## src/sv/cht_pkg.sv

```systemverilog
`timescale 1ns / 1ps
package cht_pkg;

    localparam int KEY_BITS = 32;
    localparam int CFG_BITS = 7;

    localparam logic [1:0] OP_ADD      = 2'd0;
    localparam logic [1:0] OP_REMOVE   = 2'd1;
    localparam logic [1:0] OP_GET      = 2'd2;
    localparam logic [1:0] OP_RESERVED = 2'd3;

    localparam logic [2:0] ST_INSERTED  = 3'd0;
    localparam logic [2:0] ST_UPDATED   = 3'd1;
    localparam logic [2:0] ST_REMOVED   = 3'd2;
    localparam logic [2:0] ST_NOT_FOUND = 3'd3;
    localparam logic [2:0] ST_FOUND     = 3'd4;
    localparam logic [2:0] ST_FULL      = 3'd5;

    typedef struct packed {
        logic [1:0]  operation;
        logic signed [31:0] key;
        logic [31:0] new_value;
    } req_t;

    typedef struct packed {
        logic [2:0]  status;
        logic [31:0] read_value;
    } rsp_t;

endpackage

```

## src/sv/cht_front.sv

```systemverilog
`timescale 1ns / 1ps
// Bucket = key mod divisor: restoring division, one quotient bit per cycle.
module cht_front #(
    parameter int MAX_BUCKETS = 64,
    parameter int BKT_W = 6
) (
    input  logic            aclk,
    input  logic            aresetn,
    input  logic [6:0]      bucket_count,
    input  logic            s_valid,
    output logic            s_ready,
    input  cht_pkg::req_t   s_data,
    output logic            q_valid,
    input  logic            q_ready,
    output cht_pkg::req_t   q_req,
    output logic [BKT_W-1:0] q_bucket
);
    import cht_pkg::*;

    localparam int CNT_W = 6;

    logic               busy_reg, busy_next;
    logic               done_reg, done_next;
    req_t               req_reg;
    logic [31:0]        mag_reg;
    logic [12:0]        rem_reg, rem_next;
    logic [CNT_W-1:0]   cnt_reg;
    logic [12:0]        div_reg;
    logic [12:0]        div_sat;
    logic [13:0]        shifted;
    logic [12:0]        final_rem;

    always_comb begin
        if (bucket_count == 7'd0) begin
            div_sat = 13'd1;
        end else if (32'(bucket_count) > 32'(MAX_BUCKETS)) begin
            div_sat = 13'(MAX_BUCKETS);
        end else begin
            div_sat = 13'(bucket_count);
        end
    end

    assign s_ready = !busy_reg && !done_reg;
    assign shifted = {rem_reg, mag_reg[31]};

    always_comb begin
        if (shifted >= {1'b0, div_reg}) begin
            rem_next = 13'(shifted - {1'b0, div_reg});
        end else begin
            rem_next = shifted[12:0];
        end
    end

    // negative key: fold nonzero remainder back into range
    always_comb begin
        if (req_reg.key[31] && rem_reg != 13'd0) begin
            final_rem = div_reg - rem_reg;
        end else begin
            final_rem = rem_reg;
        end
    end

    assign busy_next = busy_reg ? (cnt_reg != CNT_W'(31)) : (s_valid && s_ready);
    assign done_next = done_reg ? !q_ready : (busy_reg && cnt_reg == CNT_W'(31));

    always_ff @(posedge aclk) begin
        if (!aresetn) begin
            busy_reg <= 1'b0;
            done_reg <= 1'b0;
        end else begin
            busy_reg <= busy_next;
            done_reg <= done_next;
        end
        if (s_valid && s_ready) begin
            req_reg <= s_data;
            mag_reg <= s_data.key[31] ? 32'(-s_data.key) : s_data.key;
            rem_reg <= 13'd0;
            cnt_reg <= '0;
            div_reg <= div_sat;
        end else if (busy_reg) begin
            rem_reg <= rem_next;
            mag_reg <= {mag_reg[30:0], 1'b0};
            cnt_reg <= cnt_reg + CNT_W'(1);
        end
    end

    assign q_valid  = done_reg;
    assign q_req    = req_reg;
    assign q_bucket = BKT_W'(final_rem);

    assert property (@(posedge aclk) disable iff (!aresetn) !(busy_reg && done_reg))
        else $error("divider busy while holding a result");
    assert property (@(posedge aclk) disable iff (!aresetn) done_reg |-> final_rem < div_reg)
        else $error("bucket out of range");
    assert property (@(posedge aclk) disable iff (!aresetn)
        (done_reg && !q_ready) |=> done_reg && $stable(q_bucket))
        else $error("bucket dropped while stalled");
endmodule

```

## config.mk

```make
export PLATFORM = sky130hd
export DESIGN_NAME = cht_front
export DESIGN_NICKNAME = d
export VERILOG_FILES = /design/src/sv/cht_pkg.sv /design/src/sv/cht_front.sv
export SDC_FILE = /design/constraint.sdc
export NUM_CORES = 1
export LEC_CHECK = 0
export BUFFER_PORTS_ARGS = -buffer_cell sky130_fd_sc_hd__buf_4
export CAP_MARGIN = 20
export CORE_MARGIN = 1
export CORE_UTILIZATION = 25
export DETAILED_ROUTE_END_ITERATION = 10
export PLACE_DENSITY_LB_ADDON = 0.08
export SETUP_SLACK_MARGIN = 0.5
export SLEW_MARGIN = 20
export SYNTH_ARGS = -nofsm -noshare
export SYNTH_HDL_FRONTEND = slang
export SYNTH_SLANG_ARGS = --single-unit
```

## constraint.sdc

```tcl
create_clock -name aclk -period 3.4 [get_ports aclk]
set_input_delay 0.17 -clock aclk [delete_from_list [all_inputs] [get_ports aclk]]
set_output_delay 0.17 -clock aclk [all_outputs]
set_load 0.01 [all_outputs]
```

==> impl_results.md, run 1 <==
* Status: finished, final reports clean
* Sw Share at 28.8%
* Synth Net Count at 568
* Post-synthesis mux area share at 1.76%
* Core ar. at 0.0226 mm^2
* Initial drt markers at 171
* XOR/XNOR Fraction of Synth Area at 6.99%
* #FFs+latches synth at 126
* Layout cells sized above 1 at 27.5%
* Delay-heaviest family, CP: simple AND/OR/NAND/NOR gates
* Slowest CP cell: nor3_1
* Largest family of logic cells by synthesized area: simple AND/OR/NAND/NOR gates
* Leak pwr at 3.38 nW
* Worst r2r src: div_reg[0]$_SDFFCE_PP1P_
* Boundary Pins at 151
* Fin crit share at 78.2%
* Clk pwr share at 36.7%
* RSZ-0062 raised after global routing: false
* Overflow after GRT at 0
* CP Depth at 8
* Clock sinks at 126
* Pwr/cell area at 618 mW/mm^2
* Synth warn at 0
* First-pass GRT wire length at 23.4 mm
* Worst EP required at 3.53 ns
* CP Class: input pin to flip-flop
* GRT Resource Usage Total at 12.7%
* Vias in the first global route at 4595
* Sum of buffers and inverters on the critical path at 2
* M2 GR Usage at 22.4%
* CP endpoint kind: flip-flop
* Net count, final at 793
* Endpoints failing setup at 0
* Via density at 4.46
* # Post-CTS Setup Buffers at 0
* Critical path peak fanout at 4
* Area Growth Syn to Fin at 48.1%
* Initial antenna violation count at 0
* Commonest cells after routing, fill and taps aside: 154 x buf_4, 105 x edfxtp_1, 67 x dlygate4sd3_1, 59 x nand2_1, 40 x o21ai_0
* Mapped Cells at 475
* Std-Cell Rows at 55
* Post-synth EDFFs at 105
* Synth Area in Adders at 3.75%
* Final Hold Fails at 0
* Worst hold path class: input pin to flip-flop
* Largest net degree at the start of global routing at 61
* Worst hold path cell count at 2
* Post-Syn Area at 0.00574 mm^2
* Hpwl dp at 10.1 mm
* Die height at 154 um
* Max Cap Viol at 0
* Net Switching at 0.00152 W
* Met3 Use GR at 3.41%
* Ant. Diodes at 0
* Post-synth top flop: edfxtp_1
* GR peak layer: met2
* CP startpoint kind: input pin
* Post-route ant nets at 0
* Peak supply drop at 0.302 mV
* Gpl congestion at 0.735
* Internal at 0.00374 W
* Fin Clk Skew at 0.00717 ns
* Max reg flops at 66
* Port Buf Inserts at 150
* Die ar. at 0.0236 mm^2
* Avg Inst Size Synth at 12.1 um^2
* DRC at 0
* Min-Delay Startpoint: bucket_count[3]
* Seq/Total Area, Yosys at 62.2%
* CP arrival at 2.79 ns
* H-tree Lvls at 4
* Min cycle time layout at 2.66 ns
* Final slew viol count at 0
* Post-route cell area at 0.00851 mm^2
* Total routed wirelength at 14.6 mm
* Later-pin clock latency in the skew report at 0.41 ns
* Grt met1 use at 14.9%
* Comb power frac at 25.1%
* Starting Density at 25.4%
* Commonest non-fill, non-tap cell in the layout: buf_4
* Num CTS Buffers at 17
* Delay of the slowest cell on the worst path at 0.58 ns
* Worst Max-Slew Pin Slew at 0.710 ns
* Fmax achieved at 376 MHz
* CTS Buffer Depth at 2
* Area share of and/or/nand/nor cells after synthesis at 11.8%
* Cell Chain, Critical Path: dlygate4sd3_1 > buf_4 > or4_1 > or3_4 > nor3_1 > a21oi_1 > xnor2_1 > o21ai_0
* Vias at 4447
* Fin Setup TNS at 0 ns
* Yosys cell types at 54
* Area after DPL at 0.00722 mm^2
* Compound-gate portion of the synthesized area at 11.1%
* CTS tree: built
* Die X at 154 um
* Synth async-reset ratio at 0%
* Worst R2R Path Depth at 8
* Clock-pin slew on the worst setup and hold paths at 0.06 ns
* Flop pwr share at 38.2%
* CTS root buffer: clkbuf_16
* Drt pass-1 iters at 7
* Avg WL per Cell at 14.7 um
* Worst setup path startpoint: s_data[48]
* Slew Limit Headroom at 52.2%
## final timing paths
| path | end | slack, ns |
|---|---|---|
| setup / recovery | mag_reg[23]$_DFFE_PP_ | 0.74 |
| hold / removal | div_reg[3]$_SDFFCE_PP0P_ | 0.08 |
| setup reg to reg | rem_reg[3]$_SDFFE_PP0P_ | 0.94 |
| hold reg to reg | rem_reg[11]$_SDFFE_PP0P_ | 0.49 |
## layer usage
layer  up-vias  part of all wire, %
met5         -                    0
met4         0                  1.1
met3        14                  3.9
met2        91                   51
met1      2148                   44
li1       2194                    -
## cell usage after synthesis, types with 2 or more instances
| cell | count | share of area [%] |
|---|---|---|
| fa_1 | 2 | 0.70 |
| o211ai_1 | 5 | 0.65 |
| nand2b_1 | 5 | 0.54 |
| clkbuf_1 | 14 | 0.91 |
| xnor2_1 | 18 | 2.7 |
| xor2_1 | 26 | 4.0 |
| edfxtp_1 | 105 | 55 |
| o21a_1 | 6 | 0.78 |
| nand3_1 | 5 | 0.44 |
| dfxtp_1 | 21 | 7.3 |
| nor2b_1 | 9 | 0.98 |
| nor2_1 | 24 | 1.6 |
| or3_4 | 2 | 0.39 |
| a21o_1 | 2 | 0.26 |
| nand4_1 | 5 | 0.54 |
| a21oi_1 | 13 | 1.1 |
| o31a_1 | 3 | 0.46 |
| a211oi_1 | 2 | 0.26 |
| o41ai_1 | 3 | 0.46 |
| or3_1 | 5 | 0.54 |
| ha_1 | 14 | 3.0 |
| o31ai_1 | 9 | 1.2 |
| inv_1 | 20 | 1.3 |
| nor4_1 | 6 | 0.65 |
| a31o_2 | 2 | 0.31 |
| o21ai_0 | 40 | 3.5 |
| nor3_1 | 15 | 1.3 |
| nand2_1 | 60 | 3.9 |
| mux2i_1 | 9 | 1.6 |
## area by class of cell
type                            instances  area (um^2)
Fill cell                            2251        14100
Inverter                               21         81.3
Timing Repair Buffer                  222         1850
Clock inverter                         15          191
Tap cell                              285          357
Clock buffer                           17          425
Sequential cell                       126         3570
Multi-Input combinational cell        312         2030
## power by group through the flow
stage / Sequential, W / Clock, W / Combinational (W)
3_3_place_gp: 0.00204 / 0 / 0.00126
2_1_floorplan: 0.00203 / 0 / 0.000812
3_5_place_dp: 0.00204 / 0 / 0.00127
5_1_grt: 0.00203 / 0.00204 / 0.00147
4_1_cts: 0.00201 / 0.00198 / 0.00134
6_report: 0.00201 / 0.00193 / 0.00132
## through the flow
stage / total power [W] / utilization, % / worst slack, ns / std cells / hold slack, ns
6_report: 0.00526 / 37.7 / 0.743 / 998 / 0.0775
3_3_place_gp: 0.00330 / 32.0 / 0.898 / 899 / 0.348
4_1_cts: 0.00533 / 37.7 / 0.730 / 998 / 0.0680
2_1_floorplan: 0.00285 / - / 0.858 / 475 / 0.269
3_5_place_dp: 0.00331 / 32.0 / 0.847 / 899 / 0.349
5_1_grt: 0.00554 / 37.7 / 0.551 / 998 / 0.0762
## what timing repair did
action | CTS | global route
resized for setup | 0 | 0
hold endpoints to repair | 67 | 0
hold buffers | 67 | 0
## cell families after synthesis
kind of cell	count (synthesis)
and+or+nand+nor	142
DFF	126
AOI/OAI and AO/OA	99
xor gates and xnor gates	45
buffers and inverters	37
adders and majority gates	16
muxes	10
(Power assumes the default switching activity.)
==> run 2, diff against run 1 <==
==> constraint.sdc (replaced) <==
create_clock -name aclk -period 2.5 [get_ports aclk]
set_input_delay 0.125 -clock aclk [delete_from_list [all_inputs] [get_ports aclk]]
set_output_delay 0.125 -clock aclk [all_outputs]
set_load 0.01 [all_outputs]
==> run 2 against run 1 <==
Cell count rose by 3.0%. Final area rose by 6.5%. Register-to-register slack got worse by 0.69 ns. Clock power rose by 34%. Sequential share of layout area fell by 2.5 points.
==> impl_results.md, run 2 (synthesis gave the netlist of run 1 again) <==
* Critical path peak fanout at 3 (-1)
* CP Class: flip-flop to output port
* Worst EP required at 2.38 ns (-1.15 ns)
* Fill count at 2209 (-1.9%)
* R2r setup slk at 0.25 ns (-0.69 ns)
* Fmax achieved at 431 MHz
* Avg WL per Cell at 15.1 um (+3.0%)
* Die ar. at 0.0236 mm^2 (unchanged)
* CTS Buffer Depth at 2 (unchanged)
* First-pass GRT wire length at 24.6 mm (+5.2%)
* Post-route setup slack at 0.181 ns (-0.561 ns)
* Final slew viol count at 0 (unchanged)
* Core ar. at 0.0226 mm^2 (unchanged)
* Num CTS Buffers at 17 (unchanged)
* Hold Path Sink: div_reg[5]$_SDFFCE_PP0P_
* Hpwl dp at 10.4 mm (+2.1%)
* Worst hold path cell count at 2 (unchanged)
* Drt pass-1 iters at 6 (-1)
* Area after DPL at 0.00733 mm^2 (+1.5%)
* Boundary Pins at 151 (unchanged)
* Min-Delay Startpoint: bucket_count[5]
* Final Hold Fails at 0 (unchanged)
* H-tree Lvls at 4 (unchanged)
* Std-Cell Rows at 55 (unchanged)
* Commonest cells after routing, fill and taps aside: 178 x buf_4, 105 x edfxtp_1, 67 x dlygate4sd3_1, 54 x nand2_1, 38 x o21ai_0
* Layout cells sized above 1 at 36.1% (+8.6 points)
* Net count, final at 823 (+3.8%)
* Final Core Density at 40.1% (+2.5 points)
* CP endpoint kind: output port
* Gpl congestion at 0.758 (+3.1%)
* Worst r2r src: div_reg[0]$_SDFFCE_PP1P_
* CTS tree: built
* Min cycle time layout at 2.32 ns
* Post-route ant nets at 0 (unchanged)
* Fin Setup TNS at 0 ns (unchanged)
* Pwr/cell area at 868 mW/mm^2 (+40%)
* Vias in the first global route at 4719 (+2.7%)
* DRC at 0 (unchanged)
* Pre-CTS setup slack at 0.232 ns (-0.616 ns)
* Hold Slack at 0.0354 ns (-0.0421 ns)
* Fin Clk Skew at 0.00659 ns (-0.000579 ns)
* Initial drt markers at 183 (+7.0%)
* Leak pwr at 3.59 nW (+6.1%)
* Die X at 154 um (unchanged)
* Die height at 154 um (unchanged)
* Clock sinks at 126 (unchanged)
* Overflow after GRT at 0 (unchanged)
* Largest net degree at the start of global routing at 66 (+8.2%)
* Ant. Diodes at 0 (unchanged)
* Status: finished, final reports clean
* GRT Resource Usage Total at 13.4% (+0.69 points)
* Peak supply drop at 0.448 mV (+48%)
* Footprint of the multi-input gates at 0.00233 mm^2 (+14%)
* FF-to-FF End: rem_reg[5]$_SDFFE_PP0P_
* Total routed wirelength at 15.5 mm (+6.1%)
* Area Growth Syn to Fin at 57.8%
* Post-route cell area at 0.00906 mm^2 (+6.5%)
* Worst R2R Path Depth at 9 (+1)
* Port Buf Inserts at 150 (unchanged)
* CP arrival at 2.19 ns (-0.60 ns)
* Via density at 4.40 (-1.3%)
* CP startpoint kind: flip-flop
* Starting Density at 25.4% (unchanged)
* Worst Max-Slew Pin Slew at 0.649 ns (-0.0613 ns)
* Max Cap Viol at 0 (unchanged)
* Endpoints failing setup at 0 (unchanged)
* Slew Limit Headroom at 56.3% (+4.1 points)
* RSZ-0062 raised after global routing: true
* Clock-pin slew on the worst setup and hold paths at 0.06 ns (about the same)
* Commonest non-fill, non-tap cell in the layout: buf_4
* Fin crit share at 92.7%
* Vias at 4521 (+1.7%)
* Sequential Area at 0.00358 mm^2 (+0.17%)
* Later-pin clock latency in the skew report at 0.41 ns (about the same)
* CTS root buffer: clkbuf_16
* Max reg flops at 66 (unchanged)
* Initial antenna violation count at 0 (unchanged)
* Worst hold path class: input pin to flip-flop
run 2: worst max path at each step:
stage                                  to  cells after the start  slack [ns]                      from
floorplan           mag_reg[25]$_DFFE_PP_                      6        0.45                s_data[44]
global placement    mag_reg[25]$_DFFE_PP_                      7        0.23                s_data[48]
detailed placement  mag_reg[25]$_DFFE_PP_                      7        0.23                s_data[48]
CTS                           q_bucket[5]                      8         0.1  div_reg[1]$_SDFFCE_PP0P_
global route                  q_bucket[5]                      8        0.04  div_reg[1]$_SDFFCE_PP0P_
finish                        q_bucket[5]                      9        0.18   rem_reg[1]$_SDFFE_PP0P_
run 2: worst max-delay path, stage by stage, from the launching register on:
cell	delay, ns
dfxtp_4	0.34
inv_1	0.06
ha_1	0.29
nor2b_4	0.14
nor3_4	0.15
o21bai_1	0.12
a21oi_2	0.16
mux2i_1	0.22
xnor2_1	0.15
buf_4	0.15
run 2: final cells by class:
cell class | instances | area share (%)
clock buffers | 25 | 5.83
clock inverters | 7 | 1.08
inverters | 21 | 0.897
multi-input cells | 313 | 25.7
flip-flops and latches | 126 | 39.5
well taps | 285 | 3.93
repair buffers | 251 | 23.1
run 2: what timing repair did:
action | 4_1_cts | 5_1_grt
hold endpoints to repair | 68 | 0
pin swaps | 21 | 17
setup buffers | 12 | 9
setup endpoints to repair | 19 | 21
hold buffers | 67 | 0
cloned | 1 | 0
resized for setup | 34 | 22
run 2: routing by layer:
layer  part of all wire (%)  track usage, %
met1                     44            16.2
met2                     51            23.1
met3                    4.0            3.89
met4                   0.91            3.67
met5                      0               0
run 2: metrics by stage:
step	total power [W]	cells
floorplan	0.00394	475
global placement	0.00459	907
detailed placement	0.00460	907
CTS	0.00769	1019
global route	0.00828	1028
finish	0.00787	1028
run 2: power breakdown:
part	internal, W	switching, W
Clock	0.00167	0.000913
Combinational	0.00131	0.00123
Sequential	0.00257	0.000164
Total	0.00556	0.00231
